$ cat src/rtl/core/bpl_pkg.sv
`timescale 1ns / 1ps

package bpl_pkg;

  localparam int NOW_BITS    = 32;
  localparam int TAG_BITS    = 4;
  localparam int PERIOD_BITS = 16;
  localparam int REPEAT_BITS = 8;
  localparam int SPAN_BITS   = PERIOD_BITS + REPEAT_BITS;
  localparam int IN_BITS     = NOW_BITS + 2 * TAG_BITS;

  localparam int CFG_IDX_BITS  = 3;
  localparam int CFG_DATA_BITS = 16;

  localparam logic [CFG_IDX_BITS-1:0] REG_LEVEL_LOW  = 3'd0;
  localparam logic [CFG_IDX_BITS-1:0] REG_LEVEL_HIGH = 3'd1;
  localparam logic [CFG_IDX_BITS-1:0] REG_PERIOD     = 3'd2;
  localparam logic [CFG_IDX_BITS-1:0] REG_REPEATS    = 3'd3;
  localparam logic [CFG_IDX_BITS-1:0] REG_PAUSE      = 3'd4;

  localparam int LEVEL_HIGH_RESET = 4095;
  localparam logic [PERIOD_BITS-1:0] PERIOD_RESET  = 16'd2000;
  localparam logic [REPEAT_BITS-1:0] REPEATS_RESET = 8'd3;
  localparam logic [PERIOD_BITS-1:0] PAUSE_RESET   = 16'd1000;

endpackage

$ cat src/rtl/core/bpl_serdiv.sv
`timescale 1ns / 1ps

// restoring divider, one quotient bit per cycle
module bpl_serdiv #(
  parameter int DW = 28,
  parameter int VW = 16
) (
  input  logic          clk,
  input  logic          rst,
  input  logic          start,
  input  logic [DW-1:0] dividend,
  input  logic [VW-1:0] divisor,
  output logic          done,
  output logic [DW-1:0] quotient,
  output logic [VW-1:0] remainder
);

  localparam int CW = $clog2(DW);

  logic [DW-1:0] dvd;
  logic [VW-1:0] dsr;
  logic [VW-1:0] rem;
  logic [CW-1:0] cnt;
  logic          busy;

  logic [VW:0]   rem_sh;
  logic          ge;
  logic [VW:0]   rem_sub;

  always_comb begin
    rem_sh  = {rem, dvd[DW-1]};
    ge      = rem_sh >= {1'b0, dsr};
    rem_sub = rem_sh - {1'b0, dsr};
  end

  always_ff @(posedge clk) begin
    if (rst) begin
      busy <= 1'b0;
      done <= 1'b0;
      cnt  <= '0;
    end else if (start) begin
      busy <= 1'b1;
      done <= 1'b0;
      cnt  <= '0;
    end else if (busy) begin
      if (cnt == CW'(DW - 1)) begin
        busy <= 1'b0;
        done <= 1'b1;
      end else begin
        cnt <= cnt + 1'b1;
      end
    end else begin
      done <= 1'b0;
    end
  end

  always_ff @(posedge clk) begin
    if (start) begin
      dvd <= dividend;
      dsr <= divisor;
      rem <= '0;
    end else if (busy) begin
      dvd <= {dvd[DW-2:0], ge};
      rem <= ge ? rem_sub[VW-1:0] : rem_sh[VW-1:0];
    end
  end

  assign quotient  = dvd;
  assign remainder = rem;

endmodule

$ cat src/rtl/core/breath_then_pause_led_pattern.sv
`timescale 1ns / 1ps

// Breath-then-pause LED level generator.
// Input stream s_*: one word per refresh, carrying a millisecond timestamp and a
// board/channel tag. Output stream m_*: one word per input word, in order, with
// the tag and the level to drive. Config channel cfg_*: index/data writes to
// level_low, level_high, breath_period_ms, breath_repeats, pause_ms; always
// ready outside reset, to be written only while no word is in flight.
// One word is processed at a time. Time per word is set by a shift-add
// multiplier and one bit-serial divider (one bit per cycle, 16+LEVEL_BITS
// bits): the multiplier forms the breath span; a pause or idle phase then
// ends the word, a breath runs the divider for the phase, the multiplier to
// scale it and the divider for the level. s_tready rises again once the
// result sits in the output register, so the next word is taken while the
// previous result waits. A stalled m_tready holds m_tdata; a finished result
// waits inside until the output register frees. Reset clears the
// cycle start time, loads the default configuration and empties the pipeline.
module breath_then_pause_led_pattern
  import bpl_pkg::*;
#(
  parameter int LEVEL_BITS = 12
) (
  input  logic                     clk,
  input  logic                     rst,
  input  logic                     s_tvalid,
  output logic                     s_tready,
  // now_ms[31:0], board_index[35:32], channel_index[39:36]
  input  logic [IN_BITS-1:0]       s_tdata,
  output logic                     m_tvalid,
  input  logic                     m_tready,
  // out_board[3:0], out_channel[7:4], level[8+LEVEL_BITS-1:8], zero pad
  output logic [((2*TAG_BITS+LEVEL_BITS+7)/8)*8-1:0] m_tdata,
  input  logic                     cfg_valid,
  output logic                     cfg_ready,
  input  logic [CFG_IDX_BITS-1:0]  cfg_index,
  input  logic [CFG_DATA_BITS-1:0] cfg_data
);

  localparam int PW    = PERIOD_BITS + LEVEL_BITS;
  localparam int OUT_W = ((2 * TAG_BITS + LEVEL_BITS + 7) / 8) * 8;

  typedef enum logic [5:0] {
    ST_IDLE  = 6'b000001,
    ST_SPAN  = 6'b000010,
    ST_PHASE = 6'b000100,
    ST_SCALE = 6'b001000,
    ST_MAP   = 6'b010000,
    ST_DONE  = 6'b100000
  } state_t;

  state_t state;

  logic [LEVEL_BITS-1:0]  level_low;
  logic [LEVEL_BITS-1:0]  level_high;
  logic [PERIOD_BITS-1:0] period;
  logic [REPEAT_BITS-1:0] repeats;
  logic [PERIOD_BITS-1:0] pause;
  logic [NOW_BITS-1:0]    cycle_start;

  logic [NOW_BITS-1:0]    now_r;
  logic [NOW_BITS-1:0]    elapsed0;
  logic [TAG_BITS-1:0]    tag_board;
  logic [TAG_BITS-1:0]    tag_ch;
  logic [PW-1:0]          mcand;
  logic [LEVEL_BITS-1:0]  mplier;
  logic [PW-1:0]          acc;
  logic [PERIOD_BITS-1:0] den_r;
  logic [LEVEL_BITS-1:0]  base_r;
  logic                   up_r;
  logic [LEVEL_BITS-1:0]  lvl_r;
  logic                   out_valid;
  logic [OUT_W-1:0]       out_data;

  logic                   mul_busy;
  logic [SPAN_BITS:0]     cyc_len;
  logic                   restart;
  logic                   in_breath;

  logic [PERIOD_BITS-1:0] half;
  logic [PERIOD_BITS-1:0] phase;
  logic                   rising;
  logic [PERIOD_BITS-1:0] off;
  logic [PERIOD_BITS-1:0] den;
  logic [LEVEL_BITS-1:0]  seg_base;
  logic [LEVEL_BITS-1:0]  seg_target;
  logic                   seg_up;
  logic [LEVEL_BITS-1:0]  seg_mag;

  logic                   div_start;
  logic [PW-1:0]          div_dividend;
  logic [PERIOD_BITS-1:0] div_divisor;
  logic                   div_done;
  logic [PW-1:0]          div_quo;
  logic [PERIOD_BITS-1:0] div_rem;

  logic                   out_free;

  assign s_tready  = (state == ST_IDLE) && !rst;
  assign cfg_ready = !rst;
  assign m_tvalid  = out_valid;
  assign m_tdata   = out_data;
  assign out_free  = !out_valid || m_tready;

  always_comb begin
    mul_busy  = mplier != '0;
    cyc_len   = (SPAN_BITS+1)'(acc[SPAN_BITS-1:0]) + (SPAN_BITS+1)'(pause);
    restart   = elapsed0 >= NOW_BITS'(cyc_len);
    in_breath = restart ? (acc[SPAN_BITS-1:0] != '0)
                        : (elapsed0 < NOW_BITS'(acc[SPAN_BITS-1:0]));

    half       = period >> 1;
    phase      = div_rem;
    rising     = phase <= half;
    off        = rising ? phase : phase - half;
    den        = rising ? half : period - half;
    seg_base   = rising ? level_low : level_high;
    seg_target = rising ? level_high : level_low;
    seg_up     = seg_target >= seg_base;
    seg_mag    = seg_up ? seg_target - seg_base : seg_base - seg_target;

    div_start    = ((state == ST_SPAN) && !mul_busy && in_breath) ||
                   ((state == ST_SCALE) && !mul_busy);
    div_dividend = (state == ST_SPAN)
                 ? (restart ? '0 : PW'(elapsed0[SPAN_BITS-1:0])) : acc;
    div_divisor  = (state == ST_SPAN) ? period : den_r;
  end

  bpl_serdiv #(
    .DW (PW),
    .VW (PERIOD_BITS)
  ) u_div (
    .clk       (clk),
    .rst       (rst),
    .start     (div_start),
    .dividend  (div_dividend),
    .divisor   (div_divisor),
    .done      (div_done),
    .quotient  (div_quo),
    .remainder (div_rem)
  );

  always_ff @(posedge clk) begin
    if (rst) begin
      level_low  <= '0;
      level_high <= LEVEL_BITS'(LEVEL_HIGH_RESET);
      period     <= PERIOD_RESET;
      repeats    <= REPEATS_RESET;
      pause      <= PAUSE_RESET;
    end else if (cfg_valid) begin
      unique case (cfg_index)
        REG_LEVEL_LOW:  level_low  <= cfg_data[LEVEL_BITS-1:0];
        REG_LEVEL_HIGH: level_high <= cfg_data[LEVEL_BITS-1:0];
        REG_PERIOD:     period     <= cfg_data[PERIOD_BITS-1:0];
        REG_REPEATS:    repeats    <= cfg_data[REPEAT_BITS-1:0];
        REG_PAUSE:      pause      <= cfg_data[PERIOD_BITS-1:0];
        default: ;
      endcase
    end
  end

  always_ff @(posedge clk) begin
    if (rst) begin
      state       <= ST_IDLE;
      cycle_start <= '0;
      out_valid   <= 1'b0;
    end else begin
      if (state == ST_DONE && out_free) begin
        out_valid <= 1'b1;
      end else if (out_valid && m_tready) begin
        out_valid <= 1'b0;
      end
      unique case (state)
        ST_IDLE: begin
          if (s_tvalid) begin
            state <= ST_SPAN;
          end
        end
        ST_SPAN: begin
          if (!mul_busy) begin
            if (restart) begin
              cycle_start <= now_r;
            end
            state <= in_breath ? ST_PHASE : ST_DONE;
          end
        end
        ST_PHASE: begin
          if (div_done) begin
            state <= (den == '0) ? ST_DONE : ST_SCALE;
          end
        end
        ST_SCALE: begin
          if (!mul_busy) begin
            state <= ST_MAP;
          end
        end
        ST_MAP: begin
          if (div_done) begin
            state <= ST_DONE;
          end
        end
        ST_DONE: begin
          if (out_free) begin
            state <= ST_IDLE;
          end
        end
        default: state <= ST_IDLE;
      endcase
    end
  end

  // datapath, no reset needed
  always_ff @(posedge clk) begin
    unique case (state)
      ST_IDLE: begin
        now_r     <= s_tdata[NOW_BITS-1:0];
        elapsed0  <= s_tdata[NOW_BITS-1:0] - cycle_start;
        tag_board <= s_tdata[NOW_BITS +: TAG_BITS];
        tag_ch    <= s_tdata[NOW_BITS+TAG_BITS +: TAG_BITS];
        mcand     <= PW'(period);
        mplier    <= LEVEL_BITS'(repeats);
        acc       <= '0;
      end
      ST_SPAN, ST_SCALE: begin
        if (mul_busy) begin
          acc    <= acc + (mplier[0] ? mcand : '0);
          mcand  <= mcand << 1;
          mplier <= mplier >> 1;
        end else if (state == ST_SPAN && !in_breath) begin
          lvl_r <= level_low;
        end
      end
      ST_PHASE: begin
        if (div_done) begin
          mcand  <= PW'(off);
          mplier <= (den == '0) ? '0 : seg_mag;
          acc    <= '0;
          den_r  <= den;
          base_r <= seg_base;
          up_r   <= seg_up;
          lvl_r  <= level_low;
        end
      end
      ST_MAP: begin
        if (div_done) begin
          lvl_r <= up_r ? base_r + div_quo[LEVEL_BITS-1:0]
                        : base_r - div_quo[LEVEL_BITS-1:0];
        end
      end
      ST_DONE: begin
        if (out_free) begin
          out_data <= OUT_W'({lvl_r, tag_ch, tag_board});
        end
      end
      default: ;
    endcase
  end

endmodule

$ cat config.mk
export PLATFORM = sky130hd
export DESIGN_NAME = breath_then_pause_led_pattern
export DESIGN_NICKNAME = d
export VERILOG_FILES = /design/src/rtl/core/bpl_pkg.sv /design/src/rtl/core/bpl_serdiv.sv /design/src/rtl/core/breath_then_pause_led_pattern.sv
export SDC_FILE = /design/constraint.sdc
export NUM_CORES = 1
export LEC_CHECK = 0
export ABC_AREA = 1
export BUFFER_PORTS_ARGS = -buffer_cell sky130_fd_sc_hd__buf_2
export CAP_MARGIN = 0
export CORE_MARGIN = 5
export CORE_UTILIZATION = 30
export CTS_BUF_LIST = sky130_fd_sc_hd__clkbuf_16
export DETAILED_ROUTE_END_ITERATION = 12
export SYNTH_ARGS = -nofsm -noshare
export SYNTH_HDL_FRONTEND = slang
export SYNTH_SLANG_ARGS = --single-unit
$ cat constraint.sdc
create_clock -name clk -period 17.3 [get_ports clk]
set_input_delay 0.865 -clock clk [delete_from_list [all_inputs] [get_ports clk]]
set_output_delay 0.865 -clock clk [all_outputs]
set_load 0.05 [all_outputs]
==> results of run 1 <==
-- power groups by stage --
stage          clock [mW]  combinational [mW]  sequential [mW]
2_1_floorplan           0               0.897             1.31
3_5_place_dp            0                1.20             1.33
5_1_grt              1.03                1.38             1.34
3_3_place_gp            0                1.19             1.33
6_report            0.970                1.22             1.32
4_1_cts             0.996                1.21             1.32
-- path summary, 6_finish.rpt --
kind,endpoint,slack [ps],cells past startpoint
max reg2reg,u_div.remainder[6]$_SDFFE_PP0P_,10800,32
min reg2reg,m_tdata[4]$_DFFE_PP_,410,0
min,m_tdata[4]$_DFFE_PP_,410,0
max,u_div.remainder[6]$_SDFFE_PP0P_,10800,32
-- flip-flops by register name, indices dropped and copies added, names as in the netlist, 16 cells and up --
signal	count
acc	28
cycle_start	32
den_r	16
elapsed0	32
m_tdata	20
mcand	28
now_r	32
pause	16
period	16
u_div.dsr	16
u_div.quotient	28
u_div.remainder	16
-- placed cells by master (no fill, tap or decap), drive strengths merged, types with 15 or more instances in the layout --
cell type | netlist | routed
a211oi | 32 | 32
nand3 | 187 | 187
clkinv | 1 | 18
nor4 | 16 | 16
a22oi | 20 | 20
inv | 368 | 380
dfxtp | 126 | 126
clkbuf | 55 | 45
nor2 | 237 | 237
xor2 | 74 | 74
o211ai | 33 | 33
nand4 | 39 | 39
or2 | 26 | 26
xnor2 | 42 | 42
buf | 24 | 102
edfxtp | 245 | 245
ha | 183 | 183
nor3 | 26 | 26
a21oi | 235 | 235
o21ai | 222 | 222
nand2 | 692 | 692
a21o | 15 | 15
-- worst max-delay path: cells and delay by family, from the launching register on --
| family | cells | cell delay (ps) |
|---|---|---|
| simple gates | 21 | 2860 |
| buf+inv | 3 | 1040 |
| fa+ha+maj | 3 | 890 |
| xor+xnor | 1 | 150 |
| flops | 1 | 430 |
| compound gates | 4 | 1030 |
-- cell usage after synthesis, types with 32 or more instances --
library cell / number / area share [%]
ha_1: 183 / 9.6
nand3_1: 167 / 3.5
inv_1: 363 / 5.7
dfxtp_1: 126 / 11
nand4_1: 37 / 0.97
clkbuf_1: 55 / 0.87
nor2_1: 234 / 3.7
xor2_1: 74 / 2.7
a211oi_1: 32 / 1.0
a21oi_1: 234 / 4.9
o21ai_0: 210 / 4.4
nand2_1: 680 / 11
xnor2_1: 42 / 1.5
edfxtp_1: 245 / 31
o211ai_1: 32 / 1.0
-- final cells by class --
type	count	area, um2
well taps	1050	1314
flip-flops and latches	371	9879
fillers	8277	51960
repair buffers	102	550.5
clock inverters	39	386.6
clock buffers	45	1126
inverters	369	1388
multi-input cells	2153	12270
-- stage by stage --
| step | hold slack (ps) | setup WS (ps) | cells | utilization [%] |
|---|---|---|---|---|
| 6_report | 411.4 | 10800 | 4129 | 34.12 |
| 5_1_grt | 415.1 | 10070 | 4129 | 34.12 |
| 4_1_cts | 408.3 | 10760 | 4129 | 34.12 |
| 3_5_place_dp | 404.5 | 10790 | 4045 | 32.20 |
| 3_3_place_gp | 400.6 | 10900 | 4045 | 32.20 |
| 2_1_floorplan | 400.3 | 4978 | 2972 | - |
-- logic make-up (layout without fill, tap and decap cells) --
logic type,count (synthesis),after routing,share of synthesized area (%)
other,1,4,0.01572
xor gates and xnor gates,116,116,4.259
buffers and inverters,448,555,7.417
AOI/OAI and AO/OA,612,612,14.45
adders and majority gates,190,190,10.19
and+or+nand+nor,1231,1231,22.26
DFF,371,371,41.42
-- routing by layer --
layer | up-vias | GRT usage, % | part of all wire [%]
li1 | 10230 | - | -
met1 | 9469 | 23.27 | 49
met2 | 557 | 23.39 | 42
met3 | 78 | 2.152 | 6.6
met4 | 0 | 3.498 | 1.7
met5 | - | 0 | 0
==> metrics.cfg, run 1 <==
[synth]
ys.warnings.count=0
ys_seq_area_share_pct=41.42
synth_edf_count=245
synth_seq_cells=371
ys_async_sr_fraction_pct=0
synth_cell_types=60
syn_area_per_cell_um2=8.034
synth_flop_cell=edfxtp_1
netlist_area_um2=23850
syn-instance-count=2969

[detailed_routing]
drtIter0Drc=1897
drtAntennaViolNets=0
drt_wl_total_mm=67.74
wl_per_cell_um=16.41
vias_per_cell=4.925
drtPass1Iterations=6
drc=0
vias=20340

[pwr]
fin_total_pwr_mw=3.501
clock_power_share_pct=27.7
p_switching_mw=1.349
combPwrFrac_pct=34.7
pwr_density_cell_nw_per_um2=130.1
leakagePower_nw=11.61
power.internal_mw=2.152
switching_share_pct=38.54
power_frac_seq_pct=37.6
peakVddDrop_mv=0.09835

[critical_path]
arrival_ps=7000
startpoint=acc[0]$_SDFFCE_PP0P_
cpMaxStageDelayCell=nand2_2
crit_top_cell=nand2_1
critPathCaptureType=flip-flop
slowest_delay_ps=700
r2r-start=acc[0]$_SDFFCE_PP0P_
required_ps=17800
worstSetupStartpointType=flip-flop
path_class=flip-flop to flip-flop
worstPathMaxFanout=41

[die]
io_pins=91
die_w_um=292.0
rows=103
initial_core_util_pct=30.24
dieArea_um2=85250
die_y_um=292.0
core-area_um2=78870

[grt]
grt_overflow=0
grt_pass1_vias=19020
antenna_found_initial=3
grt_max_degree=75
grt.total_usage_pct=15.41
grt_pass1_wl_mm=107.0

[sta]
post-route-period-util_pct=37.57
rsz0062_at_grt=false
setup_viol=0
final.setup.tns_ps=0
clock_skew_ps=33.92
slew_headroom_pct=22.83
slew_viol_final=0
max_freq_mhz=153.9
worst_pin_slew_ps=1153
hold_viol=0
min_period_ps=6499

[finish]
area_growth_pct=12.81
drive_above_1_share_pct=8.379
antenna_cells=0
fin_nets=3296
fin_area_um2=26910

[clocking]
cts_hold_buf=0
ctsHtreeMaxLevel=2
cts.reportedPaths.clkPinSlew_ps=60
cts_buffers=45
cts-resized-gates=0
cts.sinks=371
clk_latency_ps=610
cts_tree=done
cts_setup_buffers=0
cts-root-buf=clkbuf_16
clockBufferDepth=3

[placed_design]
hpwl_mm=50.90
gp_congestion=0.9219
place_area_um2=25400
port_buffers=86

[run_status]
status=finished clean

[run]
cap_violations=0

[min_path]
min_from=tag_ch[0]$_DFFE_PN_
hp-class=flip-flop to flip-flop

Note: power is estimated with default switching activity, not from simulation.
==> run 2: changes to the inputs <==
==> constraint.sdc (replaced) <==
create_clock -name clk -period 5.3 [get_ports clk]
set_input_delay 0.265 -clock clk [delete_from_list [all_inputs] [get_ports clk]]
set_output_delay 0.265 -clock clk [all_outputs]
set_load 0.05 [all_outputs]
==> metrics.cfg, run 2 (same netlist as run 1, synthesis figures left out) <==
[run_status]
status=finished clean  ; unchanged

[detailed_routing]
drtIter0Drc=1820  ; was 1,897
drt_wl_total_mm=69.82  ; was 67.74 mm
drtAntennaViolNets=0  ; unchanged
wl_per_cell_um=16.71  ; was 16.41 um
drtPass1Iterations=7  ; was 6
vias_per_cell=4.929  ; was 4.925
drc=0  ; unchanged
vias=20600  ; was 20,340

[placed_design]
place_area_um2=25530  ; was 25,400 um2
port_buffers=86  ; unchanged
hpwl_mm=52.57  ; was 50.90 mm
gp_congestion=0.9159  ; was 0.9219
numPlacedInstances=4057  ; was 4,045
preCtsSetupSlack_ps=259.0  ; was 10,790 ps

[clocking]
cts.sinks=371  ; unchanged
cts.reportedPaths.clkPinSlew_ps=70  ; was 60 ps
cts_tree=done  ; unchanged
ctsHtreeMaxLevel=2  ; unchanged
clockBufferDepth=3  ; unchanged
cts_buffers=43  ; was 45
clk_latency_ps=610  ; about the same
cts-root-buf=clkbuf_16  ; unchanged

[grt]
grt_max_degree=74  ; was 75
grt_pass1_vias=19500  ; was 19,020
grt_overflow=0  ; unchanged
antenna_found_initial=1  ; was 3
grt.total_usage_pct=15.78  ; was 15.41%
grt_pass1_wl_mm=108.8  ; was 107.0 mm

[finish]
multi_input_area_um2=12290  ; was 12,270 um2
drive_above_1_share_pct=8.600  ; was 8.379%
fin_nets=3347  ; was 3,296
layout.cells.non_filler=4178  ; was 4,129
fillers=8317  ; was 8,277
antenna_cells=0  ; unchanged
seq_area_um2=9879  ; unchanged
area_growth_pct=14.70  ; was 12.81%
final_util_pct=34.69  ; was 34.12%
fin_area_um2=27360  ; was 26,910 um2
final_cell_mix=677 x nand2_1, 369 x inv_1, 245 x edfxtp_1  ; was 678 x nand2_1, 368 x inv_1, 245 x edfxtp_1
final_common_cell=nand2_1  ; unchanged
largestRegisters=cycle_start x32, elapsed0 x32, now_r x32  ; unchanged

[die]
dieArea_um2=85250  ; unchanged
die_w_um=292.0  ; unchanged
die_y_um=292.0  ; unchanged
io_pins=91  ; unchanged
initial_core_util_pct=30.24  ; unchanged
rows=103  ; unchanged
core-area_um2=78870  ; unchanged

[min_path]
hp-class=input port to flip-flop  ; was flip-flop to flip-flop
hold_depth=3  ; was 0

[critical_path]
worstSetupStartpointType=flip-flop  ; unchanged
required_ps=5570  ; was 17,800 ps
slowest_delay_ps=410  ; was 700 ps
critPathCaptureType=flip-flop  ; unchanged
path_class=flip-flop to flip-flop  ; unchanged
crit_top_cell=nand2_1  ; unchanged
arrival_ps=5110  ; was 7000 ps
worstPathMaxFanout=29  ; was 41
cpMaxStageDelayCell=fa_1  ; was nand2_2
rr_worst_depth=30  ; was 32

[sta]
max_freq_mhz=206.7  ; was 153.9 MHz
rsz0062_at_grt=false  ; unchanged
min_period_ps=4838  ; was 6499 ps
final.setup.tns_ps=0  ; unchanged
holdWs_ps=53.04  ; was 411.4 ps
post-route-period-util_pct=91.28  ; was 37.57%
clock_skew_ps=44.83  ; was 33.92 ps
slew_viol_final=0  ; unchanged
worst_slack_ps=462.4  ; was 10,800 ps
setup_viol=0  ; unchanged
slew_headroom_pct=27.07  ; was 22.83%
hold_viol=0  ; unchanged
worst_pin_slew_ps=1093  ; was 1153 ps

[pwr]
fin_total_pwr_mw=11.35  ; was 3.501 mW
leakagePower_nw=11.81  ; was 11.61 nW
combPwrFrac_pct=35.8  ; was 34.7%
power_frac_seq_pct=38.0  ; was 37.6%
power.internal_mw=6.917  ; was 2.152 mW
p_switching_mw=4.433  ; was 1.349 mW
pwr_density_cell_nw_per_um2=414.8  ; was 130.1 nW/um2
clock_power_share_pct=26.2  ; was 27.7%
peakVddDrop_mv=0.2911  ; was 0.09835 mV
switching_share_pct=39.06  ; was 38.54%

[run]
cap_violations=0  ; unchanged

-- run 2: cell count changes in the layout (fill, tap and decap cells not counted), moves of 2 or more --
cell           delta
buf_12            +3
buf_4             +9
bufinv_16         -2
clkinv_16         -2
clkinv_4          +2
clkinv_8          +2
dlygate4sd3_1    +41
inv_6             -4
-- run 2: power groups by stage --
stage	registers, mW	clock network [mW]	logic, mW
3_3_place_gp	4.36	0	3.95
3_5_place_dp	4.36	0	3.98
5_1_grt	4.37	3.16	4.61
6_report	4.32	2.97	4.06
2_1_floorplan	4.19	0	2.95
4_1_cts	4.30	3.04	4.02
-- run 2: worst paths after layout --
| path | from | slack [ps] | endpoint |
|---|---|---|---|
| worst min register to register | tag_board[1]$_DFFE_PN_ | 420 | m_tdata[1]$_DFFE_PP_ |
| worst max register to register | acc[0]$_SDFFCE_PP0P_ | 460 | u_div.dsr[12]$_DFFE_PP_ |
| worst max-delay path | acc[0]$_SDFFCE_PP0P_ | 460 | u_div.dsr[12]$_DFFE_PP_ |
| worst min-delay path | cfg_data[2] | 50 | level_high[2]$_SDFFE_PP1P_ |
-- run 2: repair_timing --
item                                    CTS  global route
resized for setup                         0             6
endpoints found under the setup margin    0           106
setup buffers                             0             0
hold endpoints to repair                 42             0
hold buffers                             41             0
-- run 2: area by class of cell --
cell class                 instances  share of cell area (%)
sequential                       371                   36.11
clock buffer                      44                   4.024
inverter                         369                   5.071
timing repair buffer             155                   3.978
multi-input combinational       2153                   44.93
tap                             1050                   4.802
clock inverter                    36                   1.084
-- run 2: worst max-delay path, delay by kind of cell, from the launching register on --
kind            cells  cell delay [ps]
flops               1              350
buf+inv             3              360
simple gates       22             2590
xor+xnor            1              150
fa+ha+maj           3              890
compound gates      1              200
-- run 2: routing by layer --
layer,up-vias,wire (um),GRT usage (%)
met1,9522,33660,23.69
met4,2,1525,3.891
met2,647,28940,23.46
met5,-,13,0
met3,84,5687,2.852
li1,10340,-,-
==> run 3: changes to the inputs <==
--- a/config.mk
+++ b/config.mk
@@ -12,6 +12,7 @@
 export CORE_UTILIZATION = 30
 export CTS_BUF_LIST = sky130_fd_sc_hd__clkbuf_16
 export DETAILED_ROUTE_END_ITERATION = 12
+export GPL_TIMING_DRIVEN = 0
 export SYNTH_ARGS = -nofsm -noshare
 export SYNTH_HDL_FRONTEND = slang
 export SYNTH_SLANG_ARGS = --single-unit
==> metrics.cfg, run 3 (same netlist as run 1, synthesis figures left out) <==
[detailed_routing]
vias_per_cell=4.965  ; was 4.929
drtPass1Iterations=7  ; unchanged
drtAntennaViolNets=0  ; unchanged
drtIter0Drc=1824  ; was 1,820
wl_per_cell_um=17.08  ; was 16.71 um
drc=0  ; unchanged
vias=21080  ; was 20,600
drt_wl_total_mm=72.51  ; was 69.82 mm

[grt]
grt_overflow=0  ; unchanged
grt_pass1_vias=20060  ; was 19,500
grt_pass1_wl_mm=111.3  ; was 108.8 mm
grt_max_degree=30  ; was 74
antenna_found_initial=2  ; was 1
grt.total_usage_pct=16.24  ; was 15.78%

[sta]
setup_viol=0  ; unchanged
slew_headroom_pct=13.37  ; was 27.07%
min_period_ps=4975  ; was 4838 ps
worst_pin_slew_ps=1288  ; was 1093 ps
post-route-period-util_pct=93.88  ; was 91.28%
max_freq_mhz=201.0  ; was 206.7 MHz
hold_viol=0  ; unchanged
clock_skew_ps=36.93  ; was 44.83 ps
holdWs_ps=51.27  ; was 53.04 ps
slew_viol_final=0  ; unchanged

[critical_path]
r2r-end=u_div.remainder[3]$_SDFFE_PP0P_  ; was u_div.dsr[12]$_DFFE_PP_
worstSetupStartpointType=flip-flop  ; unchanged
r2r-start=acc[2]$_SDFFCE_PP0P_  ; was acc[0]$_SDFFCE_PP0P_
required_ps=5810  ; was 5570 ps
rrSetupSlack_ps=320  ; was 460 ps
rr_worst_depth=28  ; was 30
path_class=flip-flop to flip-flop  ; unchanged
critPathCaptureType=flip-flop  ; unchanged
worstPathMaxFanout=6  ; was 29
cpMaxStageDelayCell=edfxtp_1  ; was fa_1
crit_top_cell=nand2_1  ; unchanged
arrival_ps=5480  ; was 5110 ps
slowest_delay_ps=500  ; was 410 ps

[run]
cap_violations=0  ; unchanged

[pwr]
combPwrFrac_pct=36.9  ; was 35.8%
power.internal_mw=7.078  ; was 6.917 mW
p_switching_mw=4.392  ; was 4.433 mW
switching_share_pct=38.29  ; was 39.06%
leakagePower_nw=12.04  ; was 11.81 nW
power_frac_seq_pct=37.3  ; was 38.0%
clock_power_share_pct=25.7  ; was 26.2%
pwr_density_cell_nw_per_um2=411.4  ; was 414.8 nW/um2
peakVddDrop_mv=0.2243  ; was 0.2911 mV

[finish]
final_common_cell=nand2_1  ; unchanged
largestRegisters=cycle_start x32, elapsed0 x32, now_r x32  ; unchanged
seq_area_um2=9879  ; unchanged
fin_area_um2=27880  ; was 27,360 um2
fillers=8235  ; was 8,317
multi_input_area_um2=12350  ; was 12,290 um2
fin_nets=3415  ; was 3,347
final_cell_mix=674 x nand2_1, 376 x inv_1, 245 x edfxtp_1  ; was 677 x nand2_1, 369 x inv_1, 245 x edfxtp_1
antenna_cells=0  ; unchanged
area_growth_pct=16.87  ; was 14.70%
drive_above_1_share_pct=8.951  ; was 8.600%

[min_path]
hold_path_end=pause[8]$_SDFFE_PP1P_  ; was level_high[2]$_SDFFE_PP1P_
hp-class=input port to flip-flop  ; unchanged
hold_depth=3  ; unchanged
min_from=cfg_data[8]  ; was cfg_data[2]

[clocking]
clockBufferDepth=3  ; unchanged
cts.reportedPaths.clkPinSlew_ps=70  ; about the same
clk_latency_ps=590  ; was 610 ps
cts.sinks=371  ; unchanged
cts-root-buf=clkbuf_16  ; unchanged
cts_tree=done  ; unchanged
cts_buffers=42  ; was 43
ctsHtreeMaxLevel=2  ; unchanged

[die]
core-area_um2=78870  ; unchanged
die_y_um=292.0  ; unchanged
rows=103  ; unchanged
io_pins=91  ; unchanged
die_w_um=292.0  ; unchanged
initial_core_util_pct=30.24  ; unchanged
dieArea_um2=85250  ; unchanged

[placed_design]
place_area_um2=25830  ; was 25,530 um2
hpwl_mm=56.15  ; was 52.57 mm
port_buffers=86  ; unchanged
gp_congestion=0.9280  ; was 0.9159

[run_status]
status=finished clean  ; unchanged

[run 3: area by class of cell]
cell class | count | share of cell area, %
Inverter | 369 | 4.986
Multi-Input combinational cell | 2153 | 44.30
Timing Repair Buffer | 145 | 4.120
Buffer | 79 | 1.535
Clock inverter | 35 | 1.046
Sequential cell | 371 | 35.44
Tap cell | 1050 | 4.712
Clock buffer | 43 | 3.860
[run 3: how the worst max path moves through the flow]
stage                                            endpoint  cells past startpoint  slack (ps)                  start
after floorplan                      acc[0]$_SDFFCE_PP0P_                      5         240  state[2]$_SDFFE_PP0P_
after global placement                mcand[18]$_DFFE_PP_                      5       -2510  state[4]$_SDFFE_PP0P_
after detailed placement     u_div.quotient[12]$_DFFE_PP_                     30       -1120   acc[0]$_SDFFCE_PP0P_
after CTS                    u_div.quotient[21]$_DFFE_PP_                     34           7   acc[0]$_SDFFCE_PP0P_
after global routing               u_div.dsr[4]$_DFFE_PP_                     32         -30   acc[0]$_SDFFCE_PP0P_
final                     u_div.remainder[3]$_SDFFE_PP0P_                     28         320   acc[2]$_SDFFCE_PP0P_
[run 3: what timing repair did]
action | CTS | global route
hold buffers | 41 | 0
cloned | 1 | 2
hold endpoints to repair | 42 | 0
endpoints found under the setup margin | 138 | 138
pin swaps | 2 | 5
setup buffers | 3 | 2
gates resized for setup | 16 | 31
[run 3: power groups by stage]
stage	combinational, mW	clock [mW]	sequential (mW)
final	4.24	2.95	4.28
after global routing	4.79	3.13	4.33
after CTS	4.20	3.00	4.27
after detailed placement	4.12	0	4.34
after global placement	3.87	0	4.39
after floorplan	2.95	0	4.19
[run 3: per-layer routing]
metal	share of wire (%)	track usage (%)	up-vias
li1	-	-	10470
met3	6.7	2.107	114
met1	47	23.42	9839
met2	44	25.80	651
met4	2.5	4.295	2
met5	0.018	0	-
[run 3: per-stage QoR]
stage          cells  worst slack [ps]  utilization (%)  total power, mW  setup TNS (ps)
6_report        4245             324.6            35.35            11.47               0
4_1_cts         4241             6.557            35.15            11.48               0
3_5_place_dp    4118             -1120            32.76            8.459          -76080
2_1_floorplan   2972             239.7                -            7.133               0
3_3_place_gp    4108             -2507            32.51            8.260         -262080
5_1_grt         4245            -33.88            35.35            12.25          -395.6
[run 3: worst max-delay path: cells and delay by family (launching register included)]
kind	cells	cell delay, ps
AND/OR/NAND/NOR	14	1800
AO/OA/AOI/OAI	7	1220
flip-flops	1	500
buffers and inverters	4	530
XOR/XNOR	1	180
adder cells (fa/ha/maj)	2	660
